==> src/rtl/fe8_pkg.sv <==
`timescale 1ns / 1ps
package fe8_pkg;

  localparam int CORDIC_STEPS = 18;
  localparam logic signed [32:0] CORDIC_GAIN_INV = 33'sd652032874;
  localparam logic [31:0] TWO_PI_Q29 = 32'd3373259426;

  localparam logic [2:0] REG_ANGULAR_RATE = 3'd0;
  localparam logic [2:0] REG_RADIUS       = 3'd1;
  localparam logic [2:0] REG_ORIGIN_X     = 3'd2;
  localparam logic [2:0] REG_ORIGIN_Y     = 3'd3;
  localparam logic [2:0] REG_ORIGIN_Z     = 3'd4;

  typedef struct packed {
    logic signed [32:0] x;
    logic signed [32:0] y;
    logic signed [31:0] z;
    logic [1:0]         quad;
  } cordic_t;

  function automatic logic signed [31:0] atan_unit(input int step);
    logic signed [31:0] r;
    unique case (step)
      0:  r = 32'sd536870912;
      1:  r = 32'sd316933406;
      2:  r = 32'sd167458907;
      3:  r = 32'sd85004756;
      4:  r = 32'sd42667331;
      5:  r = 32'sd21354465;
      6:  r = 32'sd10680862;
      7:  r = 32'sd5340245;
      8:  r = 32'sd2670163;
      9:  r = 32'sd1335087;
      10: r = 32'sd667544;
      11: r = 32'sd333772;
      12: r = 32'sd166886;
      13: r = 32'sd83443;
      14: r = 32'sd41722;
      15: r = 32'sd20861;
      16: r = 32'sd10430;
      17: r = 32'sd5215;
      default: r = 32'sd0;
    endcase
    return r;
  endfunction

  function automatic logic signed [31:0] sat32(input logic signed [39:0] v);
    logic signed [31:0] r;
    if (v > 40'sd2147483647) begin
      r = 32'sh7FFFFFFF;
    end else if (v < -40'sd2147483648) begin
      r = 32'sh80000000;
    end else begin
      r = v[31:0];
    end
    return r;
  endfunction

endpackage

==> src/rtl/fe8_rate_scale.sv <==
`timescale 1ns / 1ps
module fe8_rate_scale #(
  parameter int ANGLE_BITS = 16
) (
  input  logic               clk,
  input  logic [2:0]         en,
  input  logic signed [33:0] b,
  input  logic signed [31:0] rate,
  output logic signed [31:0] result
);

  localparam int PW = ANGLE_BITS + 32;
  localparam logic [65:0] LIM = 66'(1) << (ANGLE_BITS + 31);

  logic [33:0] ub;
  logic [31:0] ur;
  logic [65:0] mag;
  logic [PW-1:0] magc;
  logic [PW-1:0] mag1;
  logic neg1;
  logic neg2;
  logic [PW-1:0] lp;
  logic [63:0] ph;
  logic [31:0] pl;
  logic [64:0] q;
  logic [35:0] mq;
  logic signed [36:0] sv;

  always_comb begin
    ub = b[33] ? (~b[33:0] + 34'd1) : b[33:0];
    ur = rate[31] ? (~rate[31:0] + 32'd1) : rate[31:0];
    mag = 66'(ub) * 66'(ur);
    magc = (mag > LIM) ? LIM[PW-1:0] : mag[PW-1:0];
    lp = PW'(mag1[ANGLE_BITS-1:0]) * PW'(fe8_pkg::TWO_PI_Q29);
    q = 65'(ph) + 65'(pl) + 65'(1 << 28);
    mq = q[64:29];
    sv = neg2 ? -$signed({1'b0, mq}) : $signed({1'b0, mq});
  end

  always_ff @(posedge clk) begin
    if (en[0]) begin
      mag1 <= magc;
      neg1 <= b[33] ^ rate[31];
    end
    if (en[1]) begin
      ph <= 64'(mag1[PW-1:ANGLE_BITS]) * 64'(fe8_pkg::TWO_PI_Q29);
      pl <= lp[PW-1:ANGLE_BITS];
      neg2 <= neg1;
    end
    if (en[2]) begin
      result <= fe8_pkg::sat32(40'(sv));
    end
  end

endmodule

==> config.mk <==
export PLATFORM = sky130hd
export DESIGN_NAME = fe8_rate_scale
export DESIGN_NICKNAME = d
export VERILOG_FILES = /design/src/rtl/fe8_pkg.sv /design/src/rtl/fe8_rate_scale.sv
export SDC_FILE = /design/constraint.sdc
export NUM_CORES = 2
export LEC_CHECK = 0
export ABC_AREA = 1
export BUFFER_PORTS_ARGS = -buffer_cell sky130_fd_sc_hd__buf_4
export CAP_MARGIN = 20
export CORE_ASPECT_RATIO = 0.7
export CORE_MARGIN = 2
export CORE_UTILIZATION = 35
export CTS_CLUSTER_DIAMETER = 80
export DETAILED_ROUTE_END_ITERATION = 10
export PLACE_DENSITY = 0.54
export SLEW_MARGIN = 0
export SYNTH_ARGS = -nofsm -noshare
export SYNTH_HDL_FRONTEND = slang
export SYNTH_SLANG_ARGS = --single-unit
==> constraint.sdc <==
create_clock -name clk -period 38.5 [get_ports clk]
set_input_delay 9.625 -clock clk [delete_from_list [all_inputs] [get_ports clk]]
set_output_delay 9.625 -clock clk [all_outputs]
set_load 0.02 [all_outputs]
==> out/results.ini <==
[run_status]
status=complete, no violations

[yosys]
synth-edff-count=176
ys_async_sr_fraction_pct=0
synth_top_area_cell=fa_1
synth-warning-count=0
yosys.area.top_type_share_pct=40.6
synth.yosys.seq_area_share_pct=7.29
synth_cell_types=61
synthFlopType=edfxtp_1
syn_inst=8898
synth_seq_cells=176
synth_nets=11300
syn_area_mm2=0.0725
avgSynthCellArea_um2=8.14
ys_top_cells_by_area=fa_1 41%, ha_1 15%, inv_1 13%

[grt]
grt_max_degree=68
grt.total_usage_pct=24.3
antenna_found_initial=7
use_met3_pct=6.33
use_met2_pct=34.3
overflow=0
busiest_layer=met1
grt_pass1_wl_um=382000
first_global_vias=60200
use_met1_pct=36.5

[sta]
setup_ws_ps=17600
finClkSkew_ps=18.1
setup_violations=0
tightest_slew_ps=1350
slew_viol_final=0
period_share_pct=54.3
hold_viol=0
max_freq_ghz=0.0478
min_period_ps=20900
rsz0062_at_grt=no
tns_ps=0
slew_headroom_pct=9.82
whs_ps=642

[flow_run]
cap_violations=0

[finish]
layout_common_cells=2,489 x inv_1, 1,712 x nand2_1, 1,468 x fa_1, 874 x ha_1, 857 x nor2_1
fin_util_pct=37.6
drive_gt1_share_pct=3.72
area_delta_synth_final_pct=6.51
layout.nets=11300
final_common_cell=inv_1

[floorplan]
die_h_um=385
initial_core_util_pct=35.3
row_count=139
dieArea_mm2=0.211
die_x_um=548
core_area_mm2=0.205
io_pins=102

[clock_network]
cts_resized=0
clk_latency_ps=510
root_buffer=clkbuf_16
ctsHtreeMaxLevel=4
postCtsSetupBuffers=0
clockBufferDepth=2
postCtsHoldBufs=0
path_clk_slew_ps=70
cts_buffers=17
clock_sinks=176
cts_tree=built

[place]
place_congestion=0.977
hpwl_um=212000
dp_slack_ps=16780
io_buffers=101

[setup_path]
reg2reg_depth=30
worstSetupPathType=in2reg
endpoint_kind=register
slowest_delay_ps=1130
crit_top_cell=inv_1
arrival_ps=21240
r2r_slack_ps=30750
crit_path_start_kind=input pin
crit_fanout=41
crit_slowest_cell=clkinv_1
worstPathRequired_ps=38850

[routing]
drtIter0Drc=5122
ant_nets=0
first_pass_iters=7
vias=57700
wl_per_cell_um=21.7
viasPerCell=4.94
drc=0
routed_wl_um=253000

[worst_hold_path]
hold_path_class=reg2reg
hold_depth=0

## logic make-up (layout without fill, tap and decap cells)
kind of cell | count (synthesis) | after routing | share of synthesized area [%]
buffers and inverters | 2712 | 2739 | 14.3
DFF | 176 | 176 | 7.29
xor gates and xnor gates | 191 | 191 | 2.31
and+or+nand+nor | 2984 | 2984 | 16.6
AOI/OAI and AO/OA | 493 | 493 | 3.84
adders and majority gates | 2342 | 2342 | 55.6
other | 0 | 1 | 0
## registers in the layout, summed over array words and instances (netlist names)
name	cells
neg1	1
neg2	1
result	32
pl	31
ph	63
mag1	48
## synthesized netlist by cell type, types with 9 or more instances
cell type	count
inv_1	2490
nand2_1	1713
fa_1	1468
ha_1	874
nor2_1	857
a21oi_1	226
nand3_1	180
edfxtp_1	176
clkbuf_1	145
o21ai_0	136
xor2_1	125
xnor2_1	66
nand4_1	59
nor3_1	53
a31oi_1	39
nor4_1	22
or2_2	22
inv_2	19
nand2_2	18
nand3b_1	16
nor2_2	15
clkinv_1	14
o21bai_1	14
o21a_1	13
buf_2	11
a21o_1	10
buf_6	10
buf_1	9
## stage by stage
stage	std cells	area (um^2)
finish	11700	77200
global route	11700	77200
CTS	11700	77100
detailed placement	11600	76600
global placement	11600	76500
floorplan	8898	72500
## cell type report
| type | count | area, um^2 |
|---|---|---|
| fillers | 21400 | 128000 |
| clock inverters | 15 | 170 |
| clock buffers | 17 | 425 |
| multi-input cells | 6010 | 57000 |
| diodes | 1 | 2.50 |
| repair buffers | 184 | 1420 |
| flip-flops and latches | 176 | 5290 |
| well taps | 2749 | 3440 |
| inverters | 2523 | 9470 |
## routing by layer
| layer | part of all wire (%) | wire (um) |
|---|---|---|
| met2 | 40 | 100000 |
| met4 | 2.8 | 7090 |
| met1 | 47 | 119000 |
| met5 | 0.018 | 46 |
| met3 | 10 | 26500 |
## critical path: cells and delay by family
family                     cells  cell delay, ps
xor gates and xnor gates       2             300
and+or+nand+nor               17            3780
adders and majority gates     10            4420
buffers and inverters         11            2780
AOI/OAI and AO/OA              1             310
## path summary, 6_finish.rpt
| path | start | to |
|---|---|---|
| min reg2reg | neg1$_DFFE_PP_ | neg2$_DFFE_PP_ |
| max | rate[0] | mag1[1]$_SDFFCE_PN0P_ |
| min | neg1$_DFFE_PP_ | neg2$_DFFE_PP_ |
| max reg2reg | mag1[30]$_SDFFCE_PN0P_ | ph[62]$_DFFE_PP_ |
Power is not shown: default switching activity piles up to over one toggle a cycle in this logic, so the estimate is an artifact.
