File: src/rtl/fe8_pkg.sv
`timescale 1ns / 1ps
package fe8_pkg;

  localparam int CORDIC_STEPS = 18;
  localparam logic signed [32:0] CORDIC_GAIN_INV = 33'sd652032874;
  localparam logic [31:0] TWO_PI_Q29 = 32'd3373259426;

  localparam logic [2:0] REG_ANGULAR_RATE = 3'd0;
  localparam logic [2:0] REG_RADIUS       = 3'd1;
  localparam logic [2:0] REG_ORIGIN_X     = 3'd2;
  localparam logic [2:0] REG_ORIGIN_Y     = 3'd3;
  localparam logic [2:0] REG_ORIGIN_Z     = 3'd4;

  typedef struct packed {
    logic signed [32:0] x;
    logic signed [32:0] y;
    logic signed [31:0] z;
    logic [1:0]         quad;
  } cordic_t;

  function automatic logic signed [31:0] atan_unit(input int step);
    logic signed [31:0] r;
    unique case (step)
      0:  r = 32'sd536870912;
      1:  r = 32'sd316933406;
      2:  r = 32'sd167458907;
      3:  r = 32'sd85004756;
      4:  r = 32'sd42667331;
      5:  r = 32'sd21354465;
      6:  r = 32'sd10680862;
      7:  r = 32'sd5340245;
      8:  r = 32'sd2670163;
      9:  r = 32'sd1335087;
      10: r = 32'sd667544;
      11: r = 32'sd333772;
      12: r = 32'sd166886;
      13: r = 32'sd83443;
      14: r = 32'sd41722;
      15: r = 32'sd20861;
      16: r = 32'sd10430;
      17: r = 32'sd5215;
      default: r = 32'sd0;
    endcase
    return r;
  endfunction

  function automatic logic signed [31:0] sat32(input logic signed [39:0] v);
    logic signed [31:0] r;
    if (v > 40'sd2147483647) begin
      r = 32'sh7FFFFFFF;
    end else if (v < -40'sd2147483648) begin
      r = 32'sh80000000;
    end else begin
      r = v[31:0];
    end
    return r;
  endfunction

endpackage

File: src/rtl/fe8_cordic_cell.sv
`timescale 1ns / 1ps
module fe8_cordic_cell #(
  parameter int STEP = 0
) (
  input  logic            clk,
  input  logic            rst,
  input  logic            en,
  input  logic            vld_in,
  input  fe8_pkg::cordic_t d_in,
  output logic            vld,
  output fe8_pkg::cordic_t d_out
);

  fe8_pkg::cordic_t d_next;
  logic signed [32:0] sx;
  logic signed [32:0] sy;

  always_comb begin
    sx = d_in.x >>> STEP;
    sy = d_in.y >>> STEP;
    d_next = d_in;
    if (!d_in.z[31]) begin
      d_next.x = d_in.x - sy;
      d_next.y = d_in.y + sx;
      d_next.z = d_in.z - fe8_pkg::atan_unit(STEP);
    end else begin
      d_next.x = d_in.x + sy;
      d_next.y = d_in.y - sx;
      d_next.z = d_in.z + fe8_pkg::atan_unit(STEP);
    end
  end

  always_ff @(posedge clk) begin
    if (rst) begin
      vld <= 1'b0;
    end else if (en) begin
      vld <= vld_in;
    end
  end

  always_ff @(posedge clk) begin
    if (en) begin
      d_out <= d_next;
    end
  end

endmodule

File: config.mk
export PLATFORM = sky130hd
export DESIGN_NAME = fe8_cordic_cell
export DESIGN_NICKNAME = d
export VERILOG_FILES = /design/src/rtl/fe8_pkg.sv /design/src/rtl/fe8_cordic_cell.sv
export SDC_FILE = /design/constraint.sdc
export NUM_CORES = 1
export LEC_CHECK = 0
export ABC_CLOCK_PERIOD_IN_PS = 7090
export BUFFER_PORTS_ARGS = -buffer_cell sky130_fd_sc_hd__buf_2
export CAP_MARGIN = 25
export CORE_ASPECT_RATIO = 1.2
export CORE_MARGIN = 2
export CORE_UTILIZATION = 35
export CTS_CLUSTER_DIAMETER = 30
export CTS_CLUSTER_SIZE = 28
export DETAILED_ROUTE_END_ITERATION = 8
export MAX_ROUTING_LAYER = met4
export PLACE_DENSITY = 0.57
export SLEW_MARGIN = 20
export SYNTH_ARGS = -nofsm -noshare
export SYNTH_HDL_FRONTEND = slang
export SYNTH_SLANG_ARGS = --single-unit
File: constraint.sdc
create_clock -name clk -period 7.09 [get_ports clk]
set_clock_uncertainty 0.1 [all_clocks]
set_input_delay 1.418 -clock clk [delete_from_list [all_inputs] [get_ports clk]]
set_output_delay 1.418 -clock clk [all_outputs]
set_load 0.03 [all_outputs]
==> results.tsv, run 1 <==
metric	value	unit
hold_class	flip-flop to flip-flop	
setup_slack	2.53	ns
p_per_area	209	nW/µm²
min_period	4.56	ns
first_pass_iters	5	
finalPower	2.13	mW
die_y	176	µm
drt_wl_total	26000	µm
leakagePower	4.57	nW
grt_overflow	0	
grt_pass1_wl	40000	µm
syn-instance-count	969	
io_pins	205	
n_antenna_cell	0	
place.gp.congestion	0.937	
dp_slack	2.24	ns
port-buffer-count	204	
dp_hpwl	20200	µm
drt-wirelength-per-cell	17.7	µm
clock-root-buffer	clkbuf_16	
synth_nets	1173	
ctsResizeCount	0	
coreArea	24000	µm²
synth_seq_area_share	34.8	%
fin_nets	1346	
path_cells	buf_2, inv_1, ha_1, and2_1, a221o_1, o21ai_1, a21oi_1, o2111ai_1, or3b_1, a2111oi_0, a21oi_1, xnor2_1	
hold_violations	0	
drv_slew	0	
syn_area	8600	µm²
worstPathArrival	4.57	ns
cp_data_required_time	7.10	ns
fmax	219	MHz
critPathMaxStageDelay	0.47	ns
crit_top_cell	a21oi_1	
cp_slowest_cell	a2111oi_0	
yosys_warnings	0	
start_kind	primary input	
dieArea	25800	µm²
setup_viol	0	
grt_antenna_before_repair	0	
relSlewSlack	39.3	%
synth_async_sr_flop_share	0	%
start_util	35.7	%
clkTransAtPathRegs	0.07	ns
path_class	primary input to flip-flop	
post-route-util	42.3	%
timing_worst_slew_pin_value	0.911	ns
rsz0062_at_grt	false	
synth-seq-cells	100	
drc_errors	0	
clock_sinks	100	
vias_per_cell	5.34	
min_period_over_period	64.3	%
status	completed	
maxCapViolCount	0	
globalRouteTotalUtil	20.2	%
hold_buffers	0	
die_w	147	µm
synth_cell_types	68	
end_kind	flip-flop	
peakVddDrop	0.000134	V
grt_pass1_vias	7414	
grt_max_degree	81	
yosys.area.top_type	edfxtp_1	
cp_max_fo	9	
setup_tns	0	ns
drive_above_1_share	20.9	%
synth_ff_type	edfxtp_1	
post_synth.cell_area_avg	8.87	µm²
cts_buffers	9	
row_count	62	
synth_edf_count	99	
cts_buffer_depth	2	
postCtsSetupBuffers	0	
htreeDepth	3	
vias	7836	
ant_nets	0	
tritoncts	built	
synth_top_area_share	34.6	%
synth_area_leaders	edfxtp_1, ha_1, a21oi_1, xnor2_1, inv_1	
area_growth	18.2	%
drt-initial-drc-count	615	
clkLatencyLatePin	0.36	ns
==> state kept, by name, summed over array words and instances, names as in the netlist <==
register,cells
d_out,99
vld,1
==> final cells by class <==
| cell class | count | area [µm²] |
|---|---|---|
| clock buffer | 10 | 229 |
| clock inverter | 6 | 71.3 |
| fill | 2470 | 13900 |
| inverter | 105 | 394 |
| multi-input combinational | 719 | 5030 |
| sequential | 100 | 2990 |
| tap | 320 | 400 |
| timing repair buffer | 207 | 1050 |
==> worst max-delay path: cells and delay by family <==
family                   cells  cell delay [ns]
AO/OA/AOI/OAI                6             1.71
XOR/XNOR                     1             0.14
adder cells (fa/ha/maj)      1             0.43
buffers and inverters        2             0.14
AND/OR/NAND/NOR              2             0.72
==> through the flow <==
stage               hold WS [ns]  std cells  cell area (µm²)
floorplan                  0.530        969             8600
global placement           0.376       1451             9860
finish                     0.408       1467            10200
detailed placement         0.388       1451             9860
CTS                        0.413       1467            10200
global route               0.461       1467            10200
==> worst paths after layout <==
check             startpoint   endpoint  slack (ns)  depth (start not counted)
setup reg to reg         vld        vld        6.40                          2
setup / recovery    d_in[38]  d_out[63]        2.53                         12
hold reg to reg          vld        vld        0.41                          2
hold / removal           vld        vld        0.41                          2
==> routing by layer <==
layer  vias up  wire, µm  track usage (%)
met5         -         0                -
met4         0       811             8.85
met3        47      1560             2.52
met2       340     12200             32.0
met1      3650     11500             26.0
li1       3799         -                -
==> cell usage after synthesis, drive strengths merged (3+ instances only) <==
| library cell | instances |
|---|---|
| nand3 | 21 |
| o211ai | 8 |
| a221oi | 3 |
| o21bai | 9 |
| xor2 | 9 |
| inv | 105 |
| xnor2 | 54 |
| and2 | 8 |
| nor2b | 7 |
| buf | 14 |
| nor2 | 80 |
| nand2b | 13 |
| clkbuf | 31 |
| a21oi | 115 |
| a311o | 3 |
| or2 | 6 |
| o21ai | 66 |
| mux2i | 14 |
| fa | 4 |
| a221o | 5 |
| a21o | 19 |
| a31oi | 8 |
| nand3b | 3 |
| and3 | 3 |
| ha | 96 |
| o22ai | 5 |
| or3 | 8 |
| edfxtp | 99 |
| a211oi | 8 |
| a31o | 3 |
| nor3 | 11 |
| nand2 | 54 |
| nand4 | 11 |
| o31a | 6 |
| nor4 | 10 |
| a211o | 3 |
| o21a | 4 |
| o31ai | 11 |
==> placed cells by master (no fill, tap or decap), types with 5 or more instances in the layout <==
master	count
o21bai_1	9
xor2_1	9
inv_1	104
a211oi_1	8
a31oi_1	7
o211ai_1	8
ha_1	96
nor4_1	10
o31a_1	6
or3_1	7
mux2i_1	14
nor2_1	80
nand2_1	54
nand2b_1	13
xnor2_1	54
and2_1	8
nor2b_1	7
a21o_1	19
o21ai_0	65
nand4_1	11
a221o_1	5
nand3_1	21
clkbuf_16	9
a21oi_1	114
buf_2	203
o31ai_1	11
nor3_1	11
or2_2	6
edfxtp_1	99
o22ai_1	5
==> report_power, final <==
part           internal (mW)  switching [mW]
registers              0.760          0.0248
clock network          0.278           0.240
logic                  0.270           0.555
total                   1.31           0.820
==> logic make-up after synthesis <==
logic type	count (synthesis)	share of synthesized area [%]
simple gates	240	13.3
buf+inv	150	6.68
mux	14	1.63
fa+ha+maj	100	14.9
compound gates	302	22.3
xor+xnor	63	6.42
flops	100	34.8
Power figures use the tool's default switching activity.
==> run 2: changes to the inputs <==
--- a/config.mk
+++ b/config.mk
@@ -5,7 +5,7 @@
 export SDC_FILE = /design/constraint.sdc
 export NUM_CORES = 1
 export LEC_CHECK = 0
-export ABC_CLOCK_PERIOD_IN_PS = 7090
+export ABC_CLOCK_PERIOD_IN_PS = 4400
 export BUFFER_PORTS_ARGS = -buffer_cell sky130_fd_sc_hd__buf_2
 export CAP_MARGIN = 25
 export CORE_ASPECT_RATIO = 1.2
==> constraint.sdc (replaced) <==
create_clock -name clk -period 4.4 [get_ports clk]
set_clock_uncertainty 0.1 [all_clocks]
set_input_delay 0.88 -clock clk [delete_from_list [all_inputs] [get_ports clk]]
set_output_delay 0.88 -clock clk [all_outputs]
set_load 0.03 [all_outputs]
==> run 2 against run 1 <==
Net effect:
- count of clock-buffer cells in the layout decreased by 1
- global-route usage is 0.14 points higher
- highest routed layer unchanged
- total power up 64%
- first-iteration DRC count fell by 13%
- final cell count increased by 1.8%
- register-to-register slack worse by 2.7 ns
- core utilization grew 0.92 points
- critical endpoint unchanged
- flip-flop and latch count unchanged
- critical path depth stayed put
- via count grew 0.40%
==> results.tsv, run 2 (synthesis results as in run 1) <==
metric	value	unit	change
coreArea	24000	µm²	unchanged
path_class	primary input to flip-flop		
drt_wl_total	26400	µm	+1.3%
mostFrequentLayoutCell	buf_2		
leakagePower	4.71	nW	+3.0%
reg_top3	d_out x99, vld x1		
drv_slew	0		unchanged
timing_worst_slew_pin_value	0.758	ns	-0.153 ns
grt_pass1_wl	40200	µm	+0.66%
top_register	d_out		
end_kind	flip-flop		
hold_path_startpoint	vld		
hold_class	flip-flop to flip-flop		
drive_above_1_share	22.7	%	+1.8 points
maxCapViolCount	0		unchanged
grt_overflow	0		unchanged
start_util	35.7	%	unchanged
clock-root-buffer	clkbuf_16		
die_w	147	µm	unchanged
cp_slowest_cell	a2111oi_0		
start_kind	primary input		
clock_sinks	100		unchanged
area_growth	20.8	%	
crit_top_cell	a21oi_1		
cp_max_fo	5		-4
cp_data_required_time	4.42	ns	-2.68 ns
htreeDepth	3		unchanged
postCtsSetupBuffers	0		unchanged
p_per_area	336	nW/µm²	+61%
row_count	62		unchanged
r2r_setup_slack	3.72	ns	-2.68 ns
cp_top_family	compound AO/OA/AOI/OAI gates		
ctsResizeCount	0		unchanged
status	completed		
grt_pass1_vias	7477		+0.85%
globalRouteTotalUtil	20.3	%	+0.14 points
fmax	262	MHz	
ant_nets	0		unchanged
clkLatencyLatePin	0.34	ns	-0.02 ns
worstSetupPathDepth	12		unchanged
drc_errors	0		unchanged
min_period	3.82	ns	
crit_buf_inv	2		unchanged
tritoncts	built		
place.gp.congestion	0.931		-0.62%
port-buffer-count	204		unchanged
rsz0062_at_grt	false		
crit_end	d_out[63]		
clkTransAtPathRegs	0.09	ns	+0.02 ns
grt_antenna_before_repair	0		unchanged
setup_viol	0		unchanged
hold_buffers	0		unchanged
drt-initial-drc-count	534		-13%
path_cells	buf_2, inv_1, ha_1, and2_1, a221o_1, o21ai_1, a21oi_1, o2111ai_1, or3b_1, a2111oi_0, a21oi_1, xnor2_1		
fin_cells	1493		+1.8%
finalPower	3.49	mW	+64%
first_pass_iters	5		unchanged
critPathMaxStageDelay	0.48	ns	about the same
fin_nets	1371		+1.9%
fill_cells	2457		-0.53%
grt_max_degree	58		-28%
r2r_end	vld		
setup_tns	0	ns	unchanged
vias	7867		+0.40%
cts_buffers	9		unchanged
vias_per_cell	5.27		-1.4%
die_y	176	µm	unchanged
cts_buffer_depth	2		unchanged
drt-wirelength-per-cell	17.6	µm	-0.44%
dp_slack	0.245	ns	-2.00 ns
setup_slack	0.578	ns	-1.95 ns
peakVddDrop	0.000157	V	+18%
dieArea	25800	µm²	unchanged
io_pins	205		unchanged
placed_cells	1476		+1.7%
dp_hpwl	20900	µm	+3.5%
worstPathArrival	3.84	ns	-0.73 ns
worstSetupStartpoint	d_in[38]		
relSlewSlack	49.5	%	+10 points
final_cell_mix	buf_2, a21oi_1, inv_1		
largest_reg_flops	99		unchanged
reg2regPathDepth	2		unchanged
min_period_over_period	86.9	%	
r2r_start	vld		
hold_violations	0		unchanged
post-route-util	43.2	%	+0.92 points
==> run 2: metal layers <==
metal  global-route usage, %  part of all wire, %
met1                    26.5                   44
met4                    7.41                  2.8
met5                       -                    0
met3                    2.31                  5.0
met2                    32.8                   48
==> run 2: worst register-to-register path: stages (launching register included) <==
cell     delay [ns]
dfxtp_1        0.31
mux2i_1        0.12
nor2_1         0.05
==> run 2: area by class of cell <==
type | count | area, µm² | area share (%)
Antenna cell | 1 | 2.50 | 0.0241
Clock buffer | 9 | 225 | 2.17
Clock inverter | 7 | 93.8 | 0.904
Inverter | 105 | 394 | 3.80
Multi-Input combinational cell | 719 | 5030 | 48.4
Sequential cell | 100 | 2990 | 28.8
Tap cell | 320 | 400 | 3.86
Timing Repair Buffer | 232 | 1250 | 12.0
==> run 2: report_power, final <==
part	internal (mW)	switching, mW
clock network	0.458	0.407
logic	0.459	0.914
registers	1.22	0.0322
==> run 2: how the worst min path moves through the flow <==
stage           to  slack, ns  depth (start not counted)
5_1_grt        vld       0.43                          2
4_1_cts        vld       0.41                          2
3_5_place_dp   vld       0.39                          2
6_report       vld       0.40                          2
2_1_floorplan  vld       0.53                          2
3_3_place_gp   vld       0.37                          2
==> run 2: per-stage QoR <==
stage	hold WS, ns	instance area [µm²]
2_1_floorplan	0.530	8600
3_3_place_gp	0.374	10100
3_5_place_dp	0.389	10100
4_1_cts	0.406	10400
5_1_grt	0.427	10400
6_report	0.396	10400
